==> config.mk <==
export PLATFORM = sky130hd
export DESIGN_NAME = priority_led_pattern_engine_top
export DESIGN_NICKNAME = d
export VERILOG_FILES = /design/src/sv/plpe_pkg.sv /design/src/sv/priority_led_pattern_engine_top.sv /design/src/sv/plpe_ctrl.sv /design/src/sv/plpe_datapath.sv
export VERILOG_INCLUDE_DIRS = /design/src /design/src/sv
export SDC_FILE = /design/constraint.sdc
export NUM_CORES = 2
export LEC_CHECK = 0
export BUFFER_PORTS_ARGS = -buffer_cell sky130_fd_sc_hd__buf_2
export CORE_AREA = 2 2 341 478
export CTS_CLUSTER_SIZE = 20
export DETAILED_ROUTE_END_ITERATION = 8
export DIE_AREA = 0 0 343 480
export SLEW_MARGIN = 25
export SYNTH_ARGS = -nofsm -noshare
export SYNTH_HDL_FRONTEND = slang
export SYNTH_SLANG_ARGS = --single-unit
==> constraint.sdc <==
create_clock -name aclk -period 23.5 [get_ports aclk]
set_input_delay 3.525 -clock aclk [delete_from_list [all_inputs] [get_ports aclk]]
set_output_delay 3.525 -clock aclk [all_outputs]
set_load 0.01 [all_outputs]
==> src/sv/priority_led_pattern_engine_top_macros.svh <==
// assertion macros for the priority led pattern engine
`ifndef PRIORITY_LED_PATTERN_ENGINE_TOP_MACROS_SVH
`define PRIORITY_LED_PATTERN_ENGINE_TOP_MACROS_SVH
`ifndef SYNTHESIS
// checked only out of reset
`define PLPE_ASSERT(lbl, prop, msg) \
    lbl: assert property (@(posedge aclk) disable iff (!aresetn) prop) else $error(msg);
// checked during reset too
`define PLPE_ASSERT_ALWAYS(lbl, prop, msg) \
    lbl: assert property (@(posedge aclk) prop) else $error(msg);
`else
`define PLPE_ASSERT(lbl, prop, msg)
`define PLPE_ASSERT_ALWAYS(lbl, prop, msg)
`endif
`endif

==> src/sv/plpe_pkg.sv <==
// shared types, constants and tables of the priority led pattern engine
`default_nettype none
package plpe_pkg;

    localparam int SLOT_COUNT = 4;
    localparam int SLOT_IW    = (SLOT_COUNT > 1) ? $clog2(SLOT_COUNT) : 1;
    localparam int OWN_W      = $clog2(SLOT_COUNT + 1);
    localparam int GUARD      = 2 * SLOT_COUNT + 4;
    localparam int PASS_W     = $clog2(GUARD + 1);
    localparam int ADDR_W     = 5;

    localparam logic [13:0] PPTT  = 14'd10000;
    // floor(x / 10000) as (x * RECIP) >> RECIP_SH, exact for x below 2^28
    localparam logic [26:0] RECIP    = 27'd109951163;
    localparam int          RECIP_SH = 40;

    localparam logic [1:0] REQ_TICK = 2'd0;
    localparam logic [1:0] REQ_SET  = 2'd1;
    localparam logic [1:0] REQ_SHUT = 2'd2;

    localparam logic [4:0] PAT_OFF      = 5'd0;
    localparam logic [4:0] PAT_FORCED   = 5'd1;
    localparam logic [4:0] PAT_ON       = 5'd2;
    localparam logic [4:0] PAT_DIM      = 5'd3;
    localparam logic [4:0] PAT_SHORT    = 5'd4;
    localparam logic [4:0] PAT_LONG     = 5'd5;
    localparam logic [4:0] PAT_FLASH    = 5'd6;
    localparam logic [4:0] PAT_DFU      = 5'd7;
    localparam logic [4:0] PAT_POWERON  = 5'd8;
    localparam logic [4:0] PAT_PROGRESS = 5'd9;
    localparam logic [4:0] PAT_COMPLETE = 5'd10;
    localparam logic [4:0] PAT_PING     = 5'd11;
    localparam logic [4:0] PAT_POWEROFF = 5'd12;
    localparam logic [4:0] PAT_ERR_A    = 5'd13;
    localparam logic [4:0] PAT_ERR_D    = 5'd16;

    localparam logic [2:0] COL_DEFAULT  = 3'd0;
    localparam logic [2:0] COL_SUCCESS  = 3'd1;
    localparam logic [2:0] COL_ERROR    = 3'd2;
    localparam logic [2:0] COL_CHARGING = 3'd3;
    localparam logic [2:0] COL_PAIRING  = 3'd4;

    localparam logic [2:0] REG_GB     = 3'd0;
    localparam logic [2:0] REG_RED    = 3'd1;
    localparam logic [2:0] REG_GREEN  = 3'd2;
    localparam logic [2:0] REG_BLUE   = 3'd3;
    localparam logic [2:0] REG_PERIOD = 3'd4;

    typedef struct packed {
        logic [1:0] req_type;
        logic [1:0] slot;
        logic [4:0] pattern;
    } in_t;

    typedef struct packed {
        logic [15:0] duty_red;
        logic [15:0] duty_green;
        logic [15:0] duty_blue;
        logic        led_powered;
        logic [4:0]  shown_pattern;
        logic [2:0]  shown_slot;
    } out_t;

    typedef struct packed {
        logic       load;
        logic       eval;
        logic       render;
        logic       mul_gb;
        logic       div_gb;
        logic       mul_ch;
        logic       div_ch;
        logic       fin;
        logic       out_load;
        logic [1:0] chan;
    } cmd_t;

    typedef struct packed {
        logic eval_stop;
        logic render_done;
        logic out_busy;
    } status_t;

    // fixed colour rows, channel 0 red, 1 green, 2 blue
    function automatic logic [13:0] colour_share(input logic [2:0] colour,
                                                 input logic [1:0] chan);
        logic [13:0] r;
        r = 14'd0;
        case (colour)
            COL_SUCCESS:  r = (chan == 2'd1) ? 14'd10000 : 14'd0;
            COL_ERROR:    r = (chan == 2'd0) ? 14'd10000 : 14'd0;
            COL_CHARGING: r = (chan == 2'd0) ? 14'd8000 : ((chan == 2'd1) ? 14'd2000 : 14'd0);
            COL_PAIRING:  r = (chan == 2'd2) ? 14'd10000 : 14'd0;
            default:      r = 14'd0;
        endcase
        return r;
    endfunction

    function automatic logic [13:0] sat_pptt(input logic [13:0] v);
        return (v > PPTT) ? PPTT : v;
    endfunction

endpackage
`default_nettype wire

==> src/sv/priority_led_pattern_engine_top.sv <==
// top level of the priority led pattern engine
// channel   direction  ports                     payload
// request   in         s_valid s_ready s_data    req_type slot pattern
// result    out        m_valid m_ready m_data    duties, power, pattern, slot
// config    in         apb psel..pready          five registers at 4*i
// a request steps through load and evaluate, then, for each rendered frame, render,
// global scale and three channel scales through the shared multiply and
// reciprocal divide, then finish; each further pass after a finished one-shot
// evaluates the next winner, at most 12 passes
// reset clears slots, sequencer state and config to defaults, no clearing pass
// a waiting result does not block the next request; only the hand-off of a
// finished request waits while the output register is still full
`default_nettype none
`include "priority_led_pattern_engine_top_macros.svh"
module priority_led_pattern_engine_top
    import plpe_pkg::*;
(
    input  wire logic              aclk,
    input  wire logic              aresetn,
    input  wire logic              s_valid,
    output logic                   s_ready,
    input  wire in_t               s_data,
    output logic                   m_valid,
    input  wire logic              m_ready,
    output out_t                   m_data,
    input  wire logic              psel,
    input  wire logic              penable,
    input  wire logic              pwrite,
    input  wire logic [ADDR_W-1:0] paddr,
    input  wire logic [31:0]       pwdata,
    output logic [31:0]            prdata,
    output logic                   pready
);

    cmd_t    cmd;
    status_t status;

    assign pready = 1'b1;

    plpe_ctrl u_ctrl (
        .aclk    (aclk),
        .aresetn (aresetn),
        .s_valid (s_valid),
        .s_ready (s_ready),
        .status  (status),
        .cmd     (cmd)
    );

    plpe_datapath u_dp (
        .aclk    (aclk),
        .aresetn (aresetn),
        .cmd     (cmd),
        .status  (status),
        .s_data  (s_data),
        .m_valid (m_valid),
        .m_ready (m_ready),
        .m_data  (m_data),
        .psel    (psel),
        .penable (penable),
        .pwrite  (pwrite),
        .paddr   (paddr),
        .pwdata  (pwdata),
        .prdata  (prdata)
    );

    `PLPE_ASSERT(a_busy_after_req, (s_valid && s_ready) |=> !s_ready, "request did not start work")
    `PLPE_ASSERT(a_valid_from_load, $rose(m_valid) |-> $past(cmd.out_load), "result without load")
    `PLPE_ASSERT(a_dark_zero, (m_valid && !m_data.led_powered) |-> ((m_data.duty_red == 16'd0) && (m_data.duty_green == 16'd0) && (m_data.duty_blue == 16'd0)), "unpowered led has duty")
    `PLPE_ASSERT_ALWAYS(a_no_cmd_overlap, $onehot0({cmd.load, cmd.eval, cmd.render, cmd.mul_gb, cmd.div_gb, cmd.mul_ch, cmd.div_ch, cmd.fin, cmd.out_load}), "overlapping commands")

endmodule
`default_nettype wire

==> src/sv/plpe_ctrl.sv <==
// controller state machine of the priority led pattern engine
`default_nettype none
module plpe_ctrl
    import plpe_pkg::*;
(
    input  wire logic    aclk,
    input  wire logic    aresetn,
    input  wire logic    s_valid,
    output logic         s_ready,
    input  wire status_t status,
    output cmd_t         cmd
);

    typedef enum logic [8:0] {
        S_IDLE = 9'b000000001,
        S_EVAL = 9'b000000010,
        S_REND = 9'b000000100,
        S_MGB  = 9'b000001000,
        S_DGB  = 9'b000010000,
        S_MCH  = 9'b000100000,
        S_DCH  = 9'b001000000,
        S_FIN  = 9'b010000000,
        S_OUT  = 9'b100000000
    } state_t;

    state_t            state_reg, state_next;
    logic [PASS_W-1:0] pass_reg, pass_next;
    logic [1:0]        chan_reg, chan_next;

    always_comb begin
        state_next = state_reg;
        pass_next  = pass_reg;
        chan_next  = chan_reg;
        cmd        = '0;
        cmd.chan   = chan_reg;
        s_ready    = 1'b0;
        case (state_reg)
            S_IDLE: begin
                s_ready = 1'b1;
                if (s_valid) begin
                    cmd.load   = 1'b1;
                    pass_next  = '0;
                    state_next = S_EVAL;
                end
            end
            S_EVAL: begin
                cmd.eval  = 1'b1;
                pass_next = pass_reg + 1'b1;
                state_next = status.eval_stop ? S_OUT : S_REND;
            end
            S_REND: begin
                cmd.render = 1'b1;
                state_next = S_MGB;
            end
            S_MGB: begin
                cmd.mul_gb = 1'b1;
                state_next = S_DGB;
            end
            S_DGB: begin
                cmd.div_gb = 1'b1;
                chan_next  = 2'd0;
                state_next = S_MCH;
            end
            S_MCH: begin
                cmd.mul_ch = 1'b1;
                state_next = S_DCH;
            end
            S_DCH: begin
                cmd.div_ch = 1'b1;
                chan_next  = chan_reg + 2'd1;
                state_next = (chan_reg == 2'd2) ? S_FIN : S_MCH;
            end
            S_FIN: begin
                cmd.fin = 1'b1;
                // a finished one-shot hands over to the next winner
                if (status.render_done && (32'(pass_reg) < GUARD)) begin
                    state_next = S_EVAL;
                end else begin
                    state_next = S_OUT;
                end
            end
            S_OUT: begin
                if (!status.out_busy) begin
                    cmd.out_load = 1'b1;
                    state_next   = S_IDLE;
                end
            end
            default: state_next = S_IDLE;
        endcase
    end

    always_ff @(posedge aclk) begin
        if (!aresetn) begin
            state_reg <= S_IDLE;
            pass_reg  <= '0;
            chan_reg  <= 2'd0;
        end else begin
            state_reg <= state_next;
            pass_reg  <= pass_next;
            chan_reg  <= chan_next;
        end
    end

endmodule
`default_nettype wire

==> src/sv/plpe_datapath.sv <==
// slot table, pattern sequencer state, duty arithmetic and config registers
`default_nettype none
module plpe_datapath
    import plpe_pkg::*;
(
    input  wire logic              aclk,
    input  wire logic              aresetn,
    input  wire cmd_t              cmd,
    output status_t                status,
    input  wire in_t               s_data,
    output logic                   m_valid,
    input  wire logic              m_ready,
    output out_t                   m_data,
    input  wire logic              psel,
    input  wire logic              penable,
    input  wire logic              pwrite,
    input  wire logic [ADDR_W-1:0] paddr,
    input  wire logic [31:0]       pwdata,
    output logic [31:0]            prdata
);

    logic [13:0] gb_reg, red_reg, green_reg, blue_reg;
    logic [15:0] period_reg;

    logic [4:0]       slot_pat_reg [SLOT_COUNT];
    logic [7:0]       slot_ver_reg [SLOT_COUNT];
    logic [4:0]       act_pat_reg;
    logic [OWN_W-1:0] act_own_reg;
    logic [7:0]       act_ver_reg;
    logic [7:0]       frame_reg;
    logic [7:0]       ticks_reg;
    logic             hold_reg;
    logic             power_reg;
    logic [15:0]      drive_reg [3];
    logic             skip_reg;
    logic [13:0]      level_reg;
    logic [2:0]       colour_reg;
    logic             done_reg;
    logic [4:0]       left_reg;
    logic [27:0]      prod_reg;
    logic             m_valid_reg;
    out_t             m_data_reg;

    // winner search over the slot table
    logic [OWN_W-1:0] win_idx;
    logic [4:0]       win_pat;
    logic [7:0]       win_ver;
    logic             found;
    logic             restart;
    logic             hold_eff;
    logic [7:0]       ticks_eff;

    always_comb begin
        win_idx = OWN_W'(SLOT_COUNT);
        win_pat = PAT_OFF;
        win_ver = 8'd0;
        found   = 1'b0;
        for (int i = 0; i < SLOT_COUNT; i++) begin
            if (!found && slot_pat_reg[i] != PAT_OFF) begin
                found   = 1'b1;
                win_idx = OWN_W'(i);
                win_pat = slot_pat_reg[i];
                win_ver = slot_ver_reg[i];
            end
        end
        restart   = (win_pat != act_pat_reg) ||
                    ((win_idx == act_own_reg) && (win_ver != act_ver_reg));
        hold_eff  = restart ? 1'b0 : hold_reg;
        ticks_eff = restart ? 8'd0 : ticks_reg;
    end

    // frame parameters of the active pattern
    logic [8:0]  frame1;
    logic [8:0]  err_lim;
    logic [8:0]  err_s;
    logic [4:0]  err_thr;
    logic [8:0]  fade_k;
    logic [2:0]  r_colour;
    logic [13:0] r_bright;
    logic        r_value;
    logic [7:0]  r_wait;
    logic        r_forever;
    logic        r_done;
    logic [4:0]  r_left;
    logic [7:0]  r_s;

    always_comb begin
        frame1    = {1'b0, frame_reg} + 9'd1;
        err_lim   = (act_pat_reg == PAT_ERR_D) ? 9'd2 : 9'd10;
        err_s     = (frame1 >= err_lim) ? (frame1 - err_lim) : frame1;
        err_thr   = 5'd4 + 5'((act_pat_reg - PAT_ERR_A) << 1);
        fade_k    = 9'd202 - frame1;
        r_colour  = COL_DEFAULT;
        r_bright  = PPTT;
        r_value   = 1'b0;
        r_wait    = 8'd0;
        r_forever = 1'b0;
        r_done    = 1'b0;
        r_left    = PAT_OFF;
        r_s       = frame_reg;
        if (act_pat_reg == PAT_ON || act_pat_reg == PAT_DIM) begin
            r_colour  = (act_pat_reg == PAT_ON) ? COL_DEFAULT : COL_SUCCESS;
            r_bright  = (act_pat_reg == PAT_ON) ? PPTT : 14'd2000;
            r_value   = 1'b1;
            r_forever = 1'b1;
        end else if (act_pat_reg >= PAT_SHORT && act_pat_reg <= PAT_DFU) begin
            r_s     = {7'd0, ~frame_reg[0]};
            r_value = ~frame_reg[0];
            r_colour = (act_pat_reg == PAT_SHORT) ? COL_PAIRING :
                       ((act_pat_reg == PAT_DFU) ? COL_CHARGING : COL_DEFAULT);
            case (act_pat_reg)
                PAT_SHORT: r_wait = (~frame_reg[0]) ? 8'd20 : 8'd180;
                PAT_LONG:  r_wait = 8'd100;
                PAT_FLASH: r_wait = 8'd40;
                default:   r_wait = 8'd20;
            endcase
        end else if (act_pat_reg >= PAT_POWERON && act_pat_reg <= PAT_PING) begin
            r_s      = frame1[7:0];
            r_colour = (act_pat_reg == PAT_PROGRESS || act_pat_reg == PAT_COMPLETE) ?
                       COL_SUCCESS : COL_DEFAULT;
            r_value  = (act_pat_reg == PAT_PING) ? frame1[0] : ~frame1[0];
            case (act_pat_reg)
                PAT_POWERON:  r_done = (frame1 == 9'd7);
                PAT_PROGRESS: r_done = (frame1 == 9'd5);
                PAT_COMPLETE: r_done = (frame1 == 9'd9);
                default:      r_done = (frame1 == 9'd20);
            endcase
            r_wait = 8'd40;
        end else if (act_pat_reg == PAT_POWEROFF) begin
            r_s = frame1[7:0];
            if (frame1 == 9'd1) begin
                r_bright = PPTT;
            end else if (frame1 <= 9'd202) begin
                r_bright = 14'(fade_k) * 14'd50;
            end else begin
                r_bright = 14'd0;
            end
            r_value = !(frame1 == 9'd1 || frame1 >= 9'd202);
            r_wait  = (frame1 == 9'd1) ? 8'd50 : 8'd1;
            r_done  = (frame1 >= 9'd202);
            r_left  = PAT_FORCED;
        end else if (act_pat_reg >= PAT_ERR_A && act_pat_reg <= PAT_ERR_D) begin
            r_colour = COL_ERROR;
            r_s      = err_s[7:0];
            r_value  = err_s[0] && ((act_pat_reg == PAT_ERR_D) || (err_s < 9'(err_thr)));
            r_wait   = 8'd100;
        end else begin
            r_forever = 1'b1;
        end
    end

    // shared scale arithmetic
    logic [54:0] recip_prod;
    logic [13:0] quot;
    logic [2:0]  pdiv;
    logic [13:0] share;
    logic [16:0] duty_full;
    logic [SLOT_IW-1:0] own_idx;
    logic [SLOT_IW-1:0] set_idx;

    always_comb begin
        recip_prod = 55'(prod_reg) * 55'(RECIP);
        quot       = 14'(recip_prod >> RECIP_SH);
        if (period_reg >= 16'd60000) begin
            pdiv = 3'd6;
        end else if (period_reg >= 16'd50000) begin
            pdiv = 3'd5;
        end else if (period_reg >= 16'd40000) begin
            pdiv = 3'd4;
        end else if (period_reg >= 16'd30000) begin
            pdiv = 3'd3;
        end else if (period_reg >= 16'd20000) begin
            pdiv = 3'd2;
        end else if (period_reg >= 16'd10000) begin
            pdiv = 3'd1;
        end else begin
            pdiv = 3'd0;
        end
        if (colour_reg == COL_DEFAULT) begin
            case (cmd.chan)
                2'd0:    share = sat_pptt(red_reg);
                2'd1:    share = sat_pptt(green_reg);
                default: share = sat_pptt(blue_reg);
            endcase
        end else begin
            share = colour_share(colour_reg, cmd.chan);
        end
        duty_full = 17'(pdiv) * 17'(quot);
        own_idx   = SLOT_IW'(act_own_reg);
        set_idx   = SLOT_IW'(s_data.slot);
    end

    always_ff @(posedge aclk) begin
        if (!aresetn) begin
            gb_reg      <= 14'd10000;
            red_reg     <= 14'd0;
            green_reg   <= 14'd0;
            blue_reg    <= 14'd10000;
            period_reg  <= 16'd20000;
            for (int i = 0; i < SLOT_COUNT; i++) begin
                slot_pat_reg[i] <= PAT_OFF;
                slot_ver_reg[i] <= 8'd0;
            end
            act_pat_reg <= PAT_OFF;
            act_own_reg <= OWN_W'(SLOT_COUNT);
            act_ver_reg <= 8'd0;
            frame_reg   <= 8'd0;
            ticks_reg   <= 8'd0;
            hold_reg    <= 1'b0;
            power_reg   <= 1'b0;
            for (int k = 0; k < 3; k++) begin
                drive_reg[k] <= 16'd0;
            end
            skip_reg    <= 1'b0;
            done_reg    <= 1'b0;
            m_valid_reg <= 1'b0;
        end else begin
            if (psel && penable && pwrite) begin
                case (paddr[4:2])
                    REG_GB:     gb_reg     <= pwdata[13:0];
                    REG_RED:    red_reg    <= pwdata[13:0];
                    REG_GREEN:  green_reg  <= pwdata[13:0];
                    REG_BLUE:   blue_reg   <= pwdata[13:0];
                    REG_PERIOD: period_reg <= pwdata[15:0];
                    default: ;
                endcase
            end
            if (cmd.load) begin
                skip_reg <= 1'b0;
                case (s_data.req_type)
                    REQ_TICK: begin
                        if (ticks_reg != 8'd0) begin
                            ticks_reg <= ticks_reg - 8'd1;
                        end
                    end
                    REQ_SET: begin
                        if ((32'(s_data.slot) < SLOT_COUNT) &&
                            (slot_pat_reg[set_idx] != s_data.pattern)) begin
                            slot_pat_reg[set_idx] <= s_data.pattern;
                            slot_ver_reg[set_idx] <= slot_ver_reg[set_idx] + 8'd1;
                        end
                    end
                    REQ_SHUT: begin
                        for (int k = 0; k < 3; k++) begin
                            drive_reg[k] <= 16'd0;
                        end
                        power_reg       <= 1'b0;
                        slot_pat_reg[0] <= PAT_FORCED;
                        slot_ver_reg[0] <= slot_ver_reg[0] + 8'd1;
                    end
                    default: skip_reg <= 1'b1;
                endcase
            end
            if (cmd.eval && !skip_reg) begin
                if (restart) begin
                    act_pat_reg <= win_pat;
                    frame_reg   <= 8'd0;
                    ticks_reg   <= 8'd0;
                    hold_reg    <= 1'b0;
                end
                act_own_reg <= win_idx;
                act_ver_reg <= win_ver;
                if (win_pat <= PAT_FORCED) begin
                    if (power_reg) begin
                        for (int k = 0; k < 3; k++) begin
                            drive_reg[k] <= 16'd0;
                        end
                        power_reg <= 1'b0;
                    end
                end else begin
                    power_reg <= 1'b1;
                end
            end
            if (cmd.render) begin
                frame_reg <= r_s;
                done_reg  <= r_done;
                if (!r_done) begin
                    if (r_forever) begin
                        hold_reg <= 1'b1;
                    end else begin
                        ticks_reg <= r_wait;
                    end
                end
            end
            if (cmd.div_ch) begin
                drive_reg[cmd.chan] <= duty_full[15:0];
            end
            if (cmd.fin && done_reg) begin
                slot_pat_reg[own_idx] <= left_reg;
                slot_ver_reg[own_idx] <= slot_ver_reg[own_idx] + 8'd1;
                frame_reg <= 8'd0;
                ticks_reg <= 8'd0;
            end
            if (cmd.out_load) begin
                m_valid_reg <= 1'b1;
            end else if (m_ready) begin
                m_valid_reg <= 1'b0;
            end
        end
    end

    // payload registers
    always_ff @(posedge aclk) begin
        if (cmd.render) begin
            level_reg  <= r_value ? r_bright : 14'd0;
            colour_reg <= r_colour;
            left_reg   <= r_left;
        end
        if (cmd.mul_gb) begin
            prod_reg <= 28'(level_reg) * 28'(sat_pptt(gb_reg));
        end
        if (cmd.div_gb) begin
            level_reg <= quot;
        end
        if (cmd.mul_ch) begin
            prod_reg <= 28'(share) * 28'(level_reg);
        end
        if (cmd.out_load) begin
            m_data_reg.duty_red      <= drive_reg[0];
            m_data_reg.duty_green    <= drive_reg[1];
            m_data_reg.duty_blue     <= drive_reg[2];
            m_data_reg.led_powered   <= power_reg;
            m_data_reg.shown_pattern <= act_pat_reg;
            m_data_reg.shown_slot    <= 3'(act_own_reg);
        end
    end

    always_comb begin
        case (paddr[4:2])
            REG_GB:     prdata = 32'(gb_reg);
            REG_RED:    prdata = 32'(red_reg);
            REG_GREEN:  prdata = 32'(green_reg);
            REG_BLUE:   prdata = 32'(blue_reg);
            REG_PERIOD: prdata = 32'(period_reg);
            default:    prdata = 32'd0;
        endcase
    end

    assign status.eval_stop   = skip_reg || (win_pat <= PAT_FORCED) || hold_eff ||
                                (ticks_eff != 8'd0);
    assign status.render_done = done_reg;
    assign status.out_busy    = m_valid_reg && !m_ready;
    assign m_valid            = m_valid_reg;
    assign m_data             = m_data_reg;

endmodule
`default_nettype wire
After elaboration in Yosys (flattened, before gate mapping)
Memory sizes are Yosys's and may differ from the RTL's. A register that Yosys moved wholly into a read port is not among the register bits. Cells that the tools add are included.

Memory bits (read-only): 0. Logic and storage cells: 364. Input port bits: 53. Latch bits: 0. Memories kept: 3. Bits in registers: 183. Output and inout port bits: 92. Memory bits (writable): 100.

Memories: u_dp.drive_reg (words 3, width 16, rd ports 3, clocked after memory_dff 3, wr ports 3, line plpe_datapath.sv:34) `logic [15:0] drive_reg [3];`; u_dp.slot_ver_reg (words 4, width 8, rd ports 6, clocked after memory_dff 1, wr ports 4, line plpe_datapath.sv:26) `logic [7:0] slot_ver_reg [SLOT_COUNT];`; u_dp.slot_pat_reg (words 4, width 5, rd ports 5, clocked after memory_dff 0, wr ports 4, line plpe_datapath.sv:25) `logic [4:0] slot_pat_reg [SLOT_COUNT];`.

Reduce and logical (&&, ||, !) cells: 62. $add $sub $neg: 11. $lt $le $gt $ge: 22. Divide/modulo/power cells: 0. Shift operators: 0. Mux-type cells: 179. Multiply operators: 5. Equality and inequality tests: 46. Bitwise logic cells: 11.

Operators by type and width (count): $mux W14 (19); $mux W8 (30); $mux W16 (7); $pmux W9 S9 (1); $pmux W16 S5 (1); $mux W1 (73); $gt A14 B14 Y1 const B (4); $mul A14 B14 Y28 (2); $mux W28 (2); $pmux W14 S4 (1); $mul A28 B27 Y54 const B (1); $ge A16 B16 Y1 const B (3); $mux W9 (5); $mux W3 (14); $mux W5 (7); $ge A16 B15 Y1 const B (2); $pmux W14 S2 (1); $eq A9 B3 Y1 const B (3); $eq A5 B4 Y1 const B (5); $add A8 B1 Y8 const B (3); $pmux W8 S3 (1); $eq A5 B3 Y1 const B (4); $reduce_bool A5 Y1 (4); $eq A9 B1 Y1 const B (2); 65 further kinds (141).

Logic depth before layout (Yosys ltp)
An unclocked memory read counts as a cell.

Depth after elaboration: 20. Mapped depth: 40. Gate-level depth less buffers: 40.

Cells and area by module
A second synthesis with hierarchy kept.

Cells, all modules: 4873. Area total of the unflattened synthesis: 45143.3 um2.

By module, submodules not included: plpe_datapath (cells an instance 4770, seq. area each 8157.8 um2, area an instance 44290.0 um2, times used 1); plpe_ctrl (cells an instance 101, seq. area each 300.3 um2, area an instance 842.1 um2, times used 1); priority_led_pattern_engine_top (cells an instance 2, seq. area each 0.0 um2, area an instance 11.3 um2, times used 1).

Least setup slack after synthesis
No wires, ideal clock.

Path type: register -> register. From: register u_dp.prod_reg[8]. To: memory u_dp.drive_reg[2][14], data pin. Stages on the path, launching flop included: 41. Clock period less this slack: 9.174 ns. Data arrival time: 8.909 ns. Slack: 14.326 ns. Setup time: 0.265 ns. Path buffers: 0. Required time: 23.235 ns. Cells stage by stage: edfxtp_1 ha_1 inv_1 fa_1 inv_1 fa_1 inv_1 fa_1 inv_1 fa_1 fa_1 inv_1 fa_1 inv_1 ha_1 a21oi_1 nor2_1 o21ai_0 [... 5 more ...] a21oi_1 xor2_1 or2_2 fa_1 inv_1 ha_1 fa_1 a21o_1 a21oi_1 o21bai_1 a21oi_1 o21bai_1 a21oi_1 o21bai_1 a2111oi_0 nor3_1 xnor2_1 nor2_1.

RTL lines: from (decl) (line plpe_datapath.sv:40) `logic [27:0] prod_reg;`; from (signal assigned) (line plpe_datapath.sv:310) `prod_reg <= 28'(level_reg) * 28'(sat_pptt(gb_reg));`; from (signal assigned) (line plpe_datapath.sv:316) `prod_reg <= 28'(share) * 28'(level_reg);`; to (decl) (line plpe_datapath.sv:34).

==> key figures <==
Power and ir drop
  • Clock power share: approximately a third
  • Sequential share of power: between 30% and 40%
  • Lkg Pwr: between 20 and 25 nW
  • Pint: ~1.2 mW
  • Net Sw Power: roughly 0.57 mW
  • Max VDD drop: between 0.00006 and 0.00007 V
  • Logic pwr share: 28.4%
  • Power Density: approximately 36 mW/mm²
  • Sw frac: between 30% and 40%

CTS
  • Worst-path clk slew: roughly 0.06 ns
  • CTS tree: done
  • CTS resizes: 0
  • Hold buffer count at cts: 0
  • Max Root-Sink Buffers: 3
  • CTS sink cnt: about 330
  • Root buffer cell: clkbuf_16
  • Max H-tree Level: 2
  • CTS Buf Count: 34
  • Worst-Skew Late Latency: around 0.57 ns
  • Setup Buffers After CTS: 0

Timing
  • Setup TNS: 0 ns
  • Worst-Margin Slew: between 1 and 1.5 ns
  • Slew HR: approximately a third
  • Fin crit period: 11.16 ns
  • RSZ-0062 raised after global routing: false
  • Final Hold Fails: 0
  • Final Cycle Share: a little under half
  • Count of pins over their slew limit: 0
  • Clock Skews: about 0.03 ns
  • Max frequency: ~90 MHz
  • Setup Viol. Count Final: 0

Synthesis
  • Cell taking the most area after synthesis: fa_1
  • Synth Area in Adders: around 43%
  • Ys async rst share: 0%
  • EDFF count, synth: a little over 200
  • Area fraction in compound gates after synthesis: a little under a tenth
  • Mapped cell area: 0.0447 mm²
  • Seq/Total Area, Yosys: about 19%
  • Cell variety after synth: 85
  • Post-Synth Simple-Gate Area: 13.3%
  • Post-synthesis mux area share: under 10%
  • Avg Inst Size Synth: between 9 and 10 µm²
  • Top cell type's share of synthesized area: around 28%
  • Top cells by area, synth: fa_1 (28%), ha_1 (15%), edfxtp_1 (14%), inv_1 (8.0%), dfxtp_1 (5.6%)
  • XOR/XNOR Fraction of Synth Area: 3.16%
  • Synth Flop Type: edfxtp_1
  • Synth warnings: 0
  • Gate Count Post-Synth: 4733
  • Number of synthesized register bits: about 330
  • Largest family of logic cells by synthesized area: adder cells

Hold path
  • Hold Crit Depth: 0
  • Min-delay worst type: register to register

Placed design
  • Placed insts: approximately 6800
  • # port buffers: 109
  • DPL Wire Length: 98500 µm
  • GP Congestion: approximately 0.93
  • Placed cell area: between 0.04 and 0.05 mm²

Floorplanning
  • Die Y: around 480 µm
  • Row count: ~170
  • Die width: 343 µm
  • Core area: roughly 0.16 mm²
  • Io pins: 145
  • Full die area: approximately 0.16 mm²
  • Initial Utilization: between 20% and 30%

Global route
  • GRT overflow: 0
  • GRT Util Overall: between 10 and 15%
  • Largest net degree at the start of global routing: 84
  • Vias in the first global route: ~35000
  • Global-route wire length before repair: approximately 190000 µm
  • Initial antenna violation count: 2

Cells and area
  • Area delta synth->final: 8.83%
  • Layout cells sized above 1: under 10%
  • Filler-free cell count of the finished design: 6871
  • Nets: 5949
  • Post-Route Utilization: 30.3%
  • Most frequent cells in the layout: inv_1 (950), fa_1 (632), ha_1 (526), nand2_1 (501), nor2_1 (222)
  • Design area: 0.0486 mm²
  • Commonest non-fill, non-tap cell in the layout: inv_1

Drt
  • Post-route ant nets: 0
  • Initial drt markers: between 1500 and 2000
  • DRC: 0
  • Via-per-instance ratio: 4.75
  • DR pass1 iterations: 5
  • Vias post-DR: about 33000
  • Routed wire length: about 120000 µm
  • WL/cell: roughly 17 µm

Worst setup path
  • Critical-path maximum fanout: 8
  • Crit Path Class: register to register
  • Buf/Inv on CP: 5
  • Worst path most repeated cell: fa_1
  • WP depth: 37
  • Worst setup endpoint: u_dp.drive_reg[2][14]
  • R2r setup slk: 12.34 ns
  • Setup crit end kind: register
  • CP Data Required Time: approximately 24 ns
  • Arrival time worst endpoint: roughly 11 ns
  • CP startpoint: u_dp.prod_reg[12]
  • Critical path's slowest cell: edfxtp_1
  • CP top delay family: adder cells
  • Reg2Reg Depth: 37
  • Worst r2r src: u_dp.prod_reg[12]
  • R2r endpoint: u_dp.drive_reg[2][14]
  • Worst stage delay on the critical path: between 0.7 and 0.8 ns
  • Startpoint class of the critical path: register

Run status
  • Outcome: completed

Run
  • Max-cap violations: 0
## metrics by stage
step	hold slack, ns	worst slack [ns]	power (mW)
2_1_floorplan	0.400	14.33	1.01
3_3_place_gp	0.400	12.51	1.16
3_5_place_dp	0.405	12.43	1.17
4_1_cts	0.418	12.37	1.74
5_1_grt	0.423	11.64	1.82
6_report	0.417	12.34	1.73
## worst reg2reg max path: cells and delay by family, from the launching register on
family	cells	cell delay [ns]
fa+ha+maj	11	5.07
buf+inv	5	0.38
compound gates	14	3.09
xor+xnor	2	0.96
simple gates	5	0.63
flops	1	0.76
## routing by layer
layer  global-route usage (%)  up-vias  routed length, µm
met2                     28.0      763              64900
met4                     6.88        0               6240
li1                         -    15200                  -
met5                        0        -                  0
met1                     15.6    16400              43700
met3                     1.25      267               3900
## Yosys cell counts, types with 48 or more instances
| master | count |
|---|---|
| a21o_1 | 60 |
| edfxtp_1 | 203 |
| xor2_1 | 62 |
| ha_1 | 526 |
| fa_1 | 632 |
| xnor2_1 | 99 |
| a21oi_1 | 154 |
| inv_1 | 950 |
| nor2_1 | 226 |
| nand3_1 | 81 |
| dfxtp_1 | 126 |
| clkbuf_1 | 165 |
| o21ai_0 | 102 |
| and2_1 | 144 |
| a21boi_0 | 64 |
| nand2_1 | 502 |
| nor3_1 | 48 |
| and3_1 | 59 |
## power by group through the flow
stage          combinational (mW)  sequential (mW)  clock [mW]
2_1_floorplan               0.347            0.665           0
3_3_place_gp                0.485            0.676           0
3_5_place_dp                0.491            0.677           0
4_1_cts                     0.495            0.664       0.586
5_1_grt                     0.547            0.667       0.604
6_report                    0.491            0.665       0.572
## cell type report
cell class | instances | area, µm²
antenna | 1 | 2.50
clock buffer | 39 | 901
multi-input combinational | 3267 | 31800
fill | 16900 | 112000
timing repair buffer | 155 | 893
clock inverter | 17 | 226
sequential | 329 | 8620
inverter | 951 | 3570
tap | 2112 | 2640
## cells by family after synthesis
kind of cell,count (synthesis)
simple gates,1250
fa+ha+maj,1158
buf+inv,1152
compound gates,610
flops,329
xor+xnor,161
mux,71
other cells,2
## worst min-delay path by stage
stage,from,end
floorplan,u_dp.drive_reg[2][1],m_data[10]
CTS,u_dp.drive_reg[0][15],m_data[56]
global placement,u_dp.drive_reg[0][8],m_data[49]
finish,u_dp.drive_reg[1][3],m_data[28]
detailed placement,u_dp.drive_reg[1][3],m_data[28]
global route,u_dp.drive_reg[0][15],m_data[56]
(Power assumes the default switching activity.)
